### config.mk
export PLATFORM = sky130hd
export DESIGN_NAME = bffa_ctrl
export DESIGN_NICKNAME = d
export VERILOG_FILES = /design/src/rtl/bffa_pkg.sv /design/src/rtl/bffa_ctrl.sv
export SDC_FILE = /design/constraint.sdc
export NUM_CORES = 1
export LEC_CHECK = 0
export ABC_AREA = 1
export BUFFER_PORTS_ARGS = -buffer_cell sky130_fd_sc_hd__clkbuf_2
export CELL_PAD_IN_SITES_DETAIL_PLACEMENT = 0
export CELL_PAD_IN_SITES_GLOBAL_PLACEMENT = 1
export CORE_AREA = 2 2 39 41
export DETAILED_ROUTE_END_ITERATION = 8
export DIE_AREA = 0 0 41 43
export PLACE_DENSITY_LB_ADDON = 0.1
export SYNTH_ARGS = -nofsm -noshare
export SYNTH_HDL_FRONTEND = slang
export SYNTH_SLANG_ARGS = --single-unit
### constraint.sdc
create_clock -name clk_i -period 2.9 [get_ports clk_i]
set_input_delay 0.145 -clock clk_i [delete_from_list [all_inputs] [get_ports clk_i]]
set_output_delay 0.145 -clock clk_i [all_outputs]
set_load 0.05 [all_outputs]
### src/rtl/bffa_pkg.sv
// Shared constants, codes and control types of the bitmap first-free allocator.
package bffa_pkg;

  localparam int unsigned INODE_BITS  = 1024;
  localparam int unsigned DATA_BITS   = 8192;
  localparam int unsigned WORD_BITS   = 32;
  localparam int unsigned INODE_WORDS = (INODE_BITS + WORD_BITS - 1) / WORD_BITS;
  localparam int unsigned DATA_WORDS  = (DATA_BITS + WORD_BITS - 1) / WORD_BITS;
  localparam int unsigned RAM_DEPTH   = INODE_WORDS + DATA_WORDS;
  localparam int unsigned RAM_AW      = $clog2(RAM_DEPTH);
  localparam int unsigned BIT_W       = $clog2(WORD_BITS);
  localparam int unsigned WCNT_W      = $clog2(DATA_WORDS + 1);

  localparam int unsigned IDX_W      = 13;
  localparam int unsigned LIM_W      = 14;
  localparam int unsigned IREG_W     = 11;
  localparam int unsigned DREG_W     = 14;
  localparam int unsigned CFG_W      = 14;
  localparam int unsigned CFG_IDX_W  = 1;
  localparam int unsigned STATUS_W   = 2;
  localparam int unsigned TDATA_W    = 16;
  localparam int unsigned IN_USER_W  = 2;
  localparam int unsigned OUT_USER_W = 2;

  localparam int unsigned TU_FUNC = 0;
  localparam int unsigned TU_SEL  = 1;

  localparam logic [STATUS_W-1:0] ST_OK    = 2'd0;
  localparam logic [STATUS_W-1:0] ST_FULL  = 2'd1;
  localparam logic [STATUS_W-1:0] ST_RANGE = 2'd2;

  localparam logic FUNC_ALLOC = 1'b0;
  localparam logic FUNC_MARK  = 1'b1;
  localparam logic MAP_INODE  = 1'b0;
  localparam logic MAP_DATA   = 1'b1;

  localparam logic [CFG_IDX_W-1:0] REG_INODE_BITS = 1'b0;
  localparam logic [CFG_IDX_W-1:0] REG_DATA_BITS  = 1'b1;

  typedef struct packed {
    logic clear_run;
    logic capture;
    logic mark_rd;
    logic mark_wr;
    logic scan_run;
    logic pend_range;
    logic pend_full;
    logic publish;
  } bffa_cmd_t;

  typedef struct packed {
    logic clear_done;
    logic is_mark;
    logic idx_ok;
    logic lim_zero;
    logic scan_done;
    logic out_free;
  } bffa_stat_t;

endpackage

### src/rtl/bffa_ctrl.sv
// Sequencing state machine of the bitmap first-free allocator.
module bffa_ctrl
  import bffa_pkg::*;
(
  input  logic       clk_i,
  input  logic       rst_ni,
  input  logic       in_valid_i,
  output logic       in_ready_o,
  input  bffa_stat_t stat_i,
  output bffa_cmd_t  cmd_o
);

  localparam logic [2:0] S_IDLE  = 3'd0;
  localparam logic [2:0] S_CHECK = 3'd1;
  localparam logic [2:0] S_MUPD  = 3'd2;
  localparam logic [2:0] S_SCAN  = 3'd3;
  localparam logic [2:0] S_RESP  = 3'd4;
  localparam logic [2:0] S_CLEAR = 3'd5;

  logic [2:0] state_q, state_d;

  always_comb begin
    state_d    = state_q;
    cmd_o      = '0;
    in_ready_o = 1'b0;
    unique case (state_q)
      S_CLEAR: begin
        cmd_o.clear_run = 1'b1;
        if (stat_i.clear_done) begin
          state_d = S_IDLE;
        end
      end
      S_IDLE: begin
        in_ready_o = 1'b1;
        if (in_valid_i) begin
          cmd_o.capture = 1'b1;
          state_d       = S_CHECK;
        end
      end
      S_CHECK: begin
        if (stat_i.is_mark) begin
          if (stat_i.idx_ok) begin
            cmd_o.mark_rd = 1'b1;
            state_d       = S_MUPD;
          end else begin
            cmd_o.pend_range = 1'b1;
            state_d          = S_RESP;
          end
        end else if (stat_i.lim_zero) begin
          cmd_o.pend_full = 1'b1;
          state_d         = S_RESP;
        end else begin
          state_d = S_SCAN;
        end
      end
      S_MUPD: begin
        cmd_o.mark_wr = 1'b1;
        state_d       = S_RESP;
      end
      S_SCAN: begin
        cmd_o.scan_run = 1'b1;
        if (stat_i.scan_done) begin
          state_d = S_RESP;
        end
      end
      S_RESP: begin
        if (stat_i.out_free) begin
          cmd_o.publish = 1'b1;
          state_d       = S_IDLE;
        end
      end
      default: begin
        state_d = S_IDLE;
      end
    endcase
  end

  always_ff @(posedge clk_i or negedge rst_ni) begin
    if (!rst_ni) begin
      state_q <= S_CLEAR;
    end else begin
      state_q <= state_d;
    end
  end

endmodule

==> impl_metrics.py, run 1 <==
metrics = {
    "final_layout": {
        "largest_reg_flops": 3,
        "finalNetCount": 76,
        "fin_cells": 82,
        "top_register": "state_q",
        "stdcell_area_sq_um": 419,
        "fin_util": 0.303,
        "n_antenna_cell": 0,
        "final_cell_mix": "17 x clkbuf_2, 8 x nand2_1, 7 x inv_1, 7 x nor2_1, 4 x nand2_2",
        "area_growth_pct": 45.0,
        "top_regs": "state_q x3",
        "mostFrequentLayoutCell": "clkbuf_2",
        "layout-drive-gt1-share": 0.470,
    },
    "setup_path": {
        "cp.arrival_ns": 1.45,
        "path_class": "flop to primary output",
        "cp_top_family": "flip-flops",
        "critPathSlowestCell": "dfstp_2",
        "required_ns": 2.76,
        "worstReg2RegStart": "state_q[0]$_DFFE_PN1P_",
        "critPathCaptureType": "primary output",
        "path_cells": "inv_2, nor4_1, clkbuf_2",
        "critPathMaxStageDelay_ns": 0.59,
        "critPathMaxFanout": 7,
        "timing.critical_path.from": "state_q[2]$_DFFE_PN1P_",
        "crit_buf_inv": 2,
        "cp-start-kind": "flop",
    },
    "timing": {
        "clock.fmax_ghz": 0.626,
        "tightest_slew_ns": 0.282,
        "rsz0062_at_grt": "false",
        "drv_slew": 0,
        "fin_setup_tns_ns": 0,
        "finalSetupViolCount": 0,
        "finalHoldViolCount": 0,
        "skew_ns": 0.000493,
        "max-slew-margin-rel": 0.813,
        "period_share": 0.551,
        "whs_ns": 0.197,
        "setup_ws_ns": 1.30,
        "min_period_ns": 1.60,
    },
    "synthesis": {
        "ys_ff_latch": 3,
        "synth-seq-area-share": 0.268,
        "synth.distinct_cells": 17,
        "syn-cell-area_sq_um": 289,
        "synth_fp_nets": 54,
        "synthCells": 45,
        "yosys_warnings": 0,
        "syn_avg_cell_area_sq_um": 6.42,
    },
    "global_route": {
        "grt_max_degree": 10,
        "grt.overflow.total": 0,
        "grt_pass1_vias": 311,
        "grt.total_usage": 0.0936,
        "antenna_found_initial": 0,
        "grt_first_pass_wirelength_mm": 1.17,
    },
    "drt": {
        "first_pass_iters": 2,
        "drt-initial-drc-count": 1,
        "via_per_inst": 4.21,
        "drcViolationCount": 0,
        "drtAntennaViolNets": 0,
        "routedWlPerCell_um": 8.48,
        "vias": 345,
        "wirelength_um": 695,
    },
    "placement": {
        "dp.cells": 77,
        "portBuffers": 17,
        "hpwl_um": 598,
        "placed_cell_area_sq_um": 383,
        "gp_congestion": 0.686,
        "place_ws_ns": 1.53,
    },
    "floorplan": {
        "io_pins": 18,
        "rows": 14,
        "core_sq_mm": 0.00138,
        "die-area_sq_mm": 0.00176,
        "die_h_um": 43,
        "die-width_um": 41,
        "start_util": 0.209,
    },
    "pwr": {
        "peakVddDrop_mv": 0.389,
        "power_mw": 0.460,
        "p_leak_nw": 0.238,
        "powerDensity_mw_per_mm2": 1100,
    },
    "clock_tree": {
        "cts_tree": "done",
        "clk_transition_reported_paths_ns": 0.04,
        "cts-root-buf": "clkbuf_4",
        "clock-sinks": 3,
        "clock_latency_ns": 0.23,
        "cts-htree-levels": 1,
        "cts_max_path_buffers": 2,
        "numCtsBuffers": 3,
        "cts_resized": 0,
    },
    "hold_path": {
        "hp-class": "input pin to flop",
        "holdCritStartpoint": "stat_i[1]",
    },
    "flow_run": {
        "drv_cap": 0,
    },
    "outcome": {
        "status": "finished clean",
    },
}
-- cell usage after synthesis (all sizes together) --
cell type	number	area, sq um
nor3	3	15.0
dfrtp	1	25.0
inv	8	30.0
nand4	1	6.26
nand2	12	55.1
dfstp	2	52.6
buf	1	11.3
nand3	3	25.0
o21ai	2	10.0
o21bai	1	7.51
nor2	9	38.8
nor4	2	12.5
-- final cells by class --
cell class | instances | area (sq um)
clock buffers | 4 | 26.3
fillers | 183 | 965
inverters | 8 | 30.0
multi-input cells | 33 | 170
flip-flops and latches | 3 | 77.6
well taps | 16 | 20.0
repair buffers | 18 | 95.1
-- power breakdown --
group	total (mW)	internal (mW)	leakage, nW	switching (mW)
clock network	0.0725	0.0515	0.0150	0.0209
registers	0.109	0.0697	0.0343	0.0392
logic	0.279	0.0722	0.189	0.207
total	0.460	0.193	0.238	0.267
-- cell families (layout without fill, tap and decap cells) --
group / after synthesis / count (layout) / share of synthesized area
simple gates: 30 / 30 / 0.528
buf+inv: 9 / 30 / 0.143
compound gates: 3 / 3 / 0.0606
flops: 3 / 3 / 0.268
-- timing repair --
item,CTS,global route
hold buffers,1,0
endpoints found under the hold margin,3,0
setup buffers,0,0
-- metal layers --
metal / wire [um] / track usage / share of wire / vias to the layer above
met1: 315 / 0.120 / 0.45 / 148
met3: 43 / 0.0157 / 0.062 / 0
met5: 0 / 0 / 0 / -
li1: - / - / - / 186
met4: 0 / 0.0400 / 0 / 0
met2: 337 / 0.147 / 0.48 / 11
-- worst paths after layout --
kind	end	slack [ns]	depth (start not counted)
setup / recovery	cmd_o[0]	1.30	3
hold / removal	state_q[1]$_DFFE_PN0P_	0.20	4
setup reg to reg	state_q[2]$_DFFE_PN1P_	1.73	7
hold reg to reg	state_q[2]$_DFFE_PN1P_	0.54	2
max in group asynchronous	state_q[0]$_DFFE_PN1P_	2.46	2
min in group asynchronous	state_q[1]$_DFFE_PN0P_	0.25	2
-- worst register-to-register path, stage by stage (launching register included) --
cell,delay [ns]
dfstp_2,0.61
nand2_2,0.07
nor2_2,0.11
nand2_2,0.08
nand2_2,0.09
nor2_1,0.04
nand2_1,0.05
nand2_1,0.05
No activity file was read; power rests on OpenSTA's default activity.
==> run 2: changes to the inputs <==
- clock period: 2.9 -> 1.5 ns (I/O delays scaled with it)
==> run 2 against run 1 <==
Die area did not move. Non-clock buffer count rose by 4. Global-route usage rose by 1.3 points. Critical endpoint is now cmd_o[6]. Critical path depth did not move. Sequential cell count did not move. Clock skew rose by 0.0018 ns. First-iteration DRC count rose to 4.0 times the previous value. Core utilization rose by 7.1 points. Sequential share of layout area fell by 3.5 points. Largest cell class unchanged. Power rose by 130%.
==> impl_metrics.py, run 2 (synthesized netlist as in run 1, its figures left out) <==
metrics = {
    "outcome": {
        "status": "finished clean",
    },
    "global_route": {
        "grt_first_pass_wirelength_mm": 1.29,
        "grt_pass1_vias": 332,
        "grt.total_usage": 0.106,
        "grt.overflow.total": 0,
        "antenna_found_initial": 0,
        "grt_max_degree": 8,
    },
    "setup_path": {
        "crit_buf_inv": 2,
        "cp_top_family": "buffers and inverters",
        "critPathMaxStageDelay_ns": 0.41,
        "required_ns": 1.42,
        "cp.arrival_ns": 1.35,
        "critPathSlowestCell": "dfrtp_1",
        "critPathCaptureType": "primary output",
        "cp-start-kind": "flop",
        "critPathMaxFanout": 4,
        "path_cells": "buf_4, nor4_2, clkbuf_2",
        "path_class": "flop to primary output",
    },
    "final_layout": {
        "n_fill_cell": 160,
        "mostFrequentLayoutCell": "clkbuf_2",
        "n_antenna_cell": 0,
        "largest_reg_flops": 3,
        "layout-drive-gt1-share": 0.586,
        "final_cell_mix": "13 x clkbuf_2, 8 x nand2_1, 7 x inv_1",
        "top_register": "state_q",
        "area_growth_pct": 79.2,
        "finalNetCount": 80,
        "top_regs": "state_q x3",
        "stdcell_area_sq_um": 518,
    },
    "placement": {
        "placed_cell_area_sq_um": 408,
        "portBuffers": 17,
        "gp_congestion": 0.675,
        "hpwl_um": 642,
    },
    "floorplan": {
        "die-area_sq_mm": 0.00176,
        "io_pins": 18,
        "die_h_um": 43,
        "core_sq_mm": 0.00138,
        "die-width_um": 41,
        "rows": 14,
        "start_util": 0.209,
    },
    "drt": {
        "vias": 365,
        "drt-initial-drc-count": 4,
        "drcViolationCount": 0,
        "drtAntennaViolNets": 0,
        "first_pass_iters": 2,
        "routedWlPerCell_um": 9.23,
        "wirelength_um": 794,
        "via_per_inst": 4.24,
    },
    "pwr": {
        "powerDensity_mw_per_mm2": 2030,
        "peakVddDrop_mv": 0.535,
        "power_mw": 1.05,
        "p_leak_nw": 0.272,
    },
    "timing": {
        "period_share": 0.953,
        "min_period_ns": 1.43,
        "finalHoldViolCount": 0,
        "max-slew-margin-rel": 0.815,
        "rsz0062_at_grt": "false",
        "finalSetupViolCount": 0,
        "tightest_slew_ns": 0.278,
        "drv_slew": 0,
        "fin_setup_tns_ns": 0,
        "skew_ns": 0.00230,
        "clock.fmax_ghz": 0.700,
    },
    "clock_tree": {
        "numCtsBuffers": 3,
        "cts-root-buf": "clkbuf_4",
        "cts-htree-levels": 1,
        "clock-sinks": 3,
        "cts_tree": "done",
        "cts_max_path_buffers": 2,
        "clock_latency_ns": 0.23,
        "clk_transition_reported_paths_ns": 0.03,
    },
    "hold_path": {
        "hp-class": "input pin to flop",
    },
    "flow_run": {
        "drv_cap": 0,
    },
}
[run 2: cell count changes in the layout (fill, tap and decap cells not counted), sizes merged]
cell	change
buf	+6
clkbuf	-2
[run 2: worst min-delay path, delay by kind of cell]
kind / cells / cell delay [ns]
buf+inv: 2 / 0.11
simple gates: 2 / 0.11
[run 2: worst paths after layout]
path	startpoint	depth (start not counted)	endpoint	slack (ns)
worst max-delay path	state_q[1]$_DFFE_PN0P_	3	cmd_o[6]	0.07
worst min-delay path	stat_i[1]	4	state_q[1]$_DFFE_PN0P_	0.12
worst max register to register	state_q[0]$_DFFE_PN1P_	6	state_q[2]$_DFFE_PN1P_	0.30
worst min register to register	state_q[2]$_DFFE_PN1P_	3	state_q[2]$_DFFE_PN1P_	0.65
max in group asynchronous	rst_ni	2	state_q[0]$_DFFE_PN1P_	1.14
min in group asynchronous	rst_ni	2	state_q[1]$_DFFE_PN0P_	0.17
[run 2: per-stage QoR]
step / std cells / hold WS, ns / setup slack, ns / utilization
after floorplan: 45 / -0.221 / -0.383 / -
after global placement: 78 / -0.126 / 0.185 / 0.295
after detailed placement: 78 / -0.128 / 0.173 / 0.295
after CTS: 86 / 0.121 / 0.0258 / 0.354
after global routing: 86 / 0.147 / 0.00247 / 0.374
final: 86 / 0.120 / 0.0706 / 0.374
[run 2: layout make-up]
type	instances	area (sq um)	area share
sequential	3	77.6	0.150
tap	16	20.0	0.0386
clock buffer	4	26.3	0.0507
inverter	8	30.0	0.0580
multi-input combinational	33	213	0.411
timing repair buffer	22	151	0.292
[run 2: report_power, final]
group / internal, mW / switching, mW / total [mW] / leakage, nW
logic: 0.237 / 0.487 / 0.724 / 0.223
registers: 0.134 / 0.0551 / 0.189 / 0.0343
clock network: 0.0995 / 0.0393 / 0.139 / 0.0150
total: 0.471 / 0.581 / 1.05 / 0.272
[run 2: routing by layer]
layer / vias up / share of wire / global-route usage
li1: 191 / - / -
met1: 158 / 0.38 / 0.125
met2: 14 / 0.54 / 0.172
met3: 2 / 0.064 / 0.0157
met4: 0 / 0.020 / 0.0600
met5: - / 0 / 0
[run 2: timing repair]
action | CTS | global route
gates cloned | 0 | 0
endpoints found under the hold margin | 3 | 0
hold buffers | 1 | 0
setup endpoints to repair | 4 | 3
buffers inserted | 3 | 0
gates resized for setup | 6 | 8
==> run 3: changes to the inputs <==
- CORE_AREA: 2 2 39 41 -> 3 3 40 42
- DIE_AREA: 0 0 41 43 -> 0 0 43 45
==> run 3 against run 2 <==
Sequential share of layout area rose by 1.1 points. Core utilization is 0.74 points higher. Register-to-register slack about the same. Via count rose by 1.9%. Sequential power increased by 6%. Clock power up 4%. Critical path depth increased by 1. Fmax fell by 0.17%. Cell count decreased by 1.2%. Clock-buffer cell count stayed put. Global-route usage is 0.98 points lower. Combinational power down 6.5%. Critical path type unchanged. Critical endpoint is now cmd_o[1]. Largest power group unchanged.
==> impl_metrics.py, run 3 (synthesized netlist as in run 1, its figures left out) <==
metrics = {
    "pwr": {
        "power_mw": 1.02,
        "peakVddDrop_mv": 0.563,
        "powerDensity_mw_per_mm2": 2080,
        "p_leak_nw": 0.266,
    },
    "clock_tree": {
        "clk_transition_reported_paths_ns": 0.03,
        "numCtsBuffers": 3,
        "cts-htree-levels": 1,
        "clock_latency_ns": 0.24,
        "cts_max_path_buffers": 2,
        "cts-root-buf": "clkbuf_4",
        "cts_tree": "done",
        "clock-sinks": 3,
    },
    "global_route": {
        "grt_first_pass_wirelength_mm": 1.37,
        "grt.total_usage": 0.0966,
        "grt.overflow.total": 0,
        "antenna_found_initial": 0,
        "grt_pass1_vias": 357,
        "grt_max_degree": 8,
    },
    "final_layout": {
        "final_cell_mix": "13 x clkbuf_2, 8 x nand2_1, 7 x inv_1, 7 x buf_4, 6 x nor2_1",
        "finalNetCount": 80,
        "mostFrequentLayoutCell": "clkbuf_2",
        "layout-drive-gt1-share": 0.586,
        "area_growth_pct": 69.7,
        "n_antenna_cell": 0,
        "largest_reg_flops": 3,
        "top_regs": "state_q x3",
        "n_fill_cell": 152,
        "top_register": "state_q",
        "stdcell_area_sq_um": 490,
    },
    "hold_path": {
        "min_path_cells": 4,
        "hp-class": "input pin to flop",
    },
    "placement": {
        "hpwl_um": 620,
        "gp_congestion": 0.654,
        "portBuffers": 17,
        "placed_cell_area_sq_um": 399,
    },
    "setup_path": {
        "critPathMaxFanout": 7,
        "rrSetupSlack_ns": 0.30,
        "cp-start-kind": "flop",
        "cp.arrival_ns": 1.36,
        "required_ns": 1.42,
        "path_class": "flop to primary output",
        "r2r_cells": 7,
        "critPathCaptureType": "primary output",
    },
    "floorplan": {
        "die-area_sq_mm": 0.00194,
        "start_util": 0.225,
        "core_sq_mm": 0.00128,
        "die-width_um": 43,
        "die_h_um": 45,
        "io_pins": 18,
        "rows": 13,
    },
    "timing": {
        "drv_slew": 0,
        "clock.fmax_ghz": 0.698,
        "skew_ns": 0.00465,
        "min_period_ns": 1.43,
        "finalHoldViolCount": 0,
        "period_share": 0.955,
        "fin_setup_tns_ns": 0,
        "rsz0062_at_grt": "true",
        "finalSetupViolCount": 0,
        "tightest_slew_ns": 0.281,
        "max-slew-margin-rel": 0.813,
    },
    "drt": {
        "wirelength_um": 800,
        "drt-initial-drc-count": 1,
        "first_pass_iters": 3,
        "drtAntennaViolNets": 0,
        "via_per_inst": 4.38,
        "vias": 372,
        "drcViolationCount": 0,
        "routedWlPerCell_um": 9.41,
    },
    "outcome": {
        "status": "finished clean",
    },
    "flow_run": {
        "drv_cap": 0,
    },
}
-- run 3: routing by layer --
metal / wire length [um] / global-route usage
met5: 0 / 0
met4: 17 / 0.0542
met3: 65 / 0.0279
met2: 415 / 0.165
met1: 301 / 0.108
-- run 3: area by class of cell --
class	instances	area, sq um	area share
Clock buffer	4	26.3	0.0536
Sequential cell	3	78.8	0.161
Tap cell	15	18.8	0.0383
Timing Repair Buffer	22	141	0.288
Multi-Input combinational cell	33	195	0.398
Inverter	8	30.0	0.0612
-- run 3: per-stage QoR --
step	setup slack (ns)	utilization	hold slack (ns)	cells
floorplan	-0.383	-	-0.221	45
global placement	0.164	0.311	-0.127	76
detailed placement	0.163	0.311	-0.129	76
CTS	0.00251	0.369	0.119	84
global route	-0.00301	0.382	0.131	85
finish	0.0682	0.382	0.115	85
-- run 3: where the power goes --
group	switching [mW]	leakage (nW)	total (mW)	internal, mW
Clock	0.0442	0.0150	0.144	0.0999
Combinational	0.454	0.218	0.677	0.223
Sequential	0.0637	0.0328	0.200	0.136
Total	0.562	0.266	1.02	0.459
-- run 3: worst max-delay path: stages, from the launching register on --
cell and delay [ns]:
dfrtp_2 0.46, inv_1 0.12, nand3_2 0.15, nor3_1 0.16
buf_4 0.22
-- run 3: timing repair --
action	in CTS	in global routing
hold buffers	1	0
resized for setup	5	6
buffers inserted	3	1
cloned	0	0
hold endpoints to repair	3	0
endpoints found under the setup margin	4	4
-- run 3: path summary, 6_finish.rpt --
| kind | start | to |
|---|---|---|
| setup / recovery | state_q[1]$_DFFE_PN0P_ | cmd_o[1] |
| hold / removal | stat_i[1] | state_q[1]$_DFFE_PN0P_ |
| setup reg to reg | state_q[0]$_DFFE_PN1P_ | state_q[2]$_DFFE_PN1P_ |
| hold reg to reg | state_q[2]$_DFFE_PN1P_ | state_q[2]$_DFFE_PN1P_ |
| max in group asynchronous | rst_ni | state_q[2]$_DFFE_PN1P_ |
| min in group asynchronous | rst_ni | state_q[1]$_DFFE_PN0P_ |
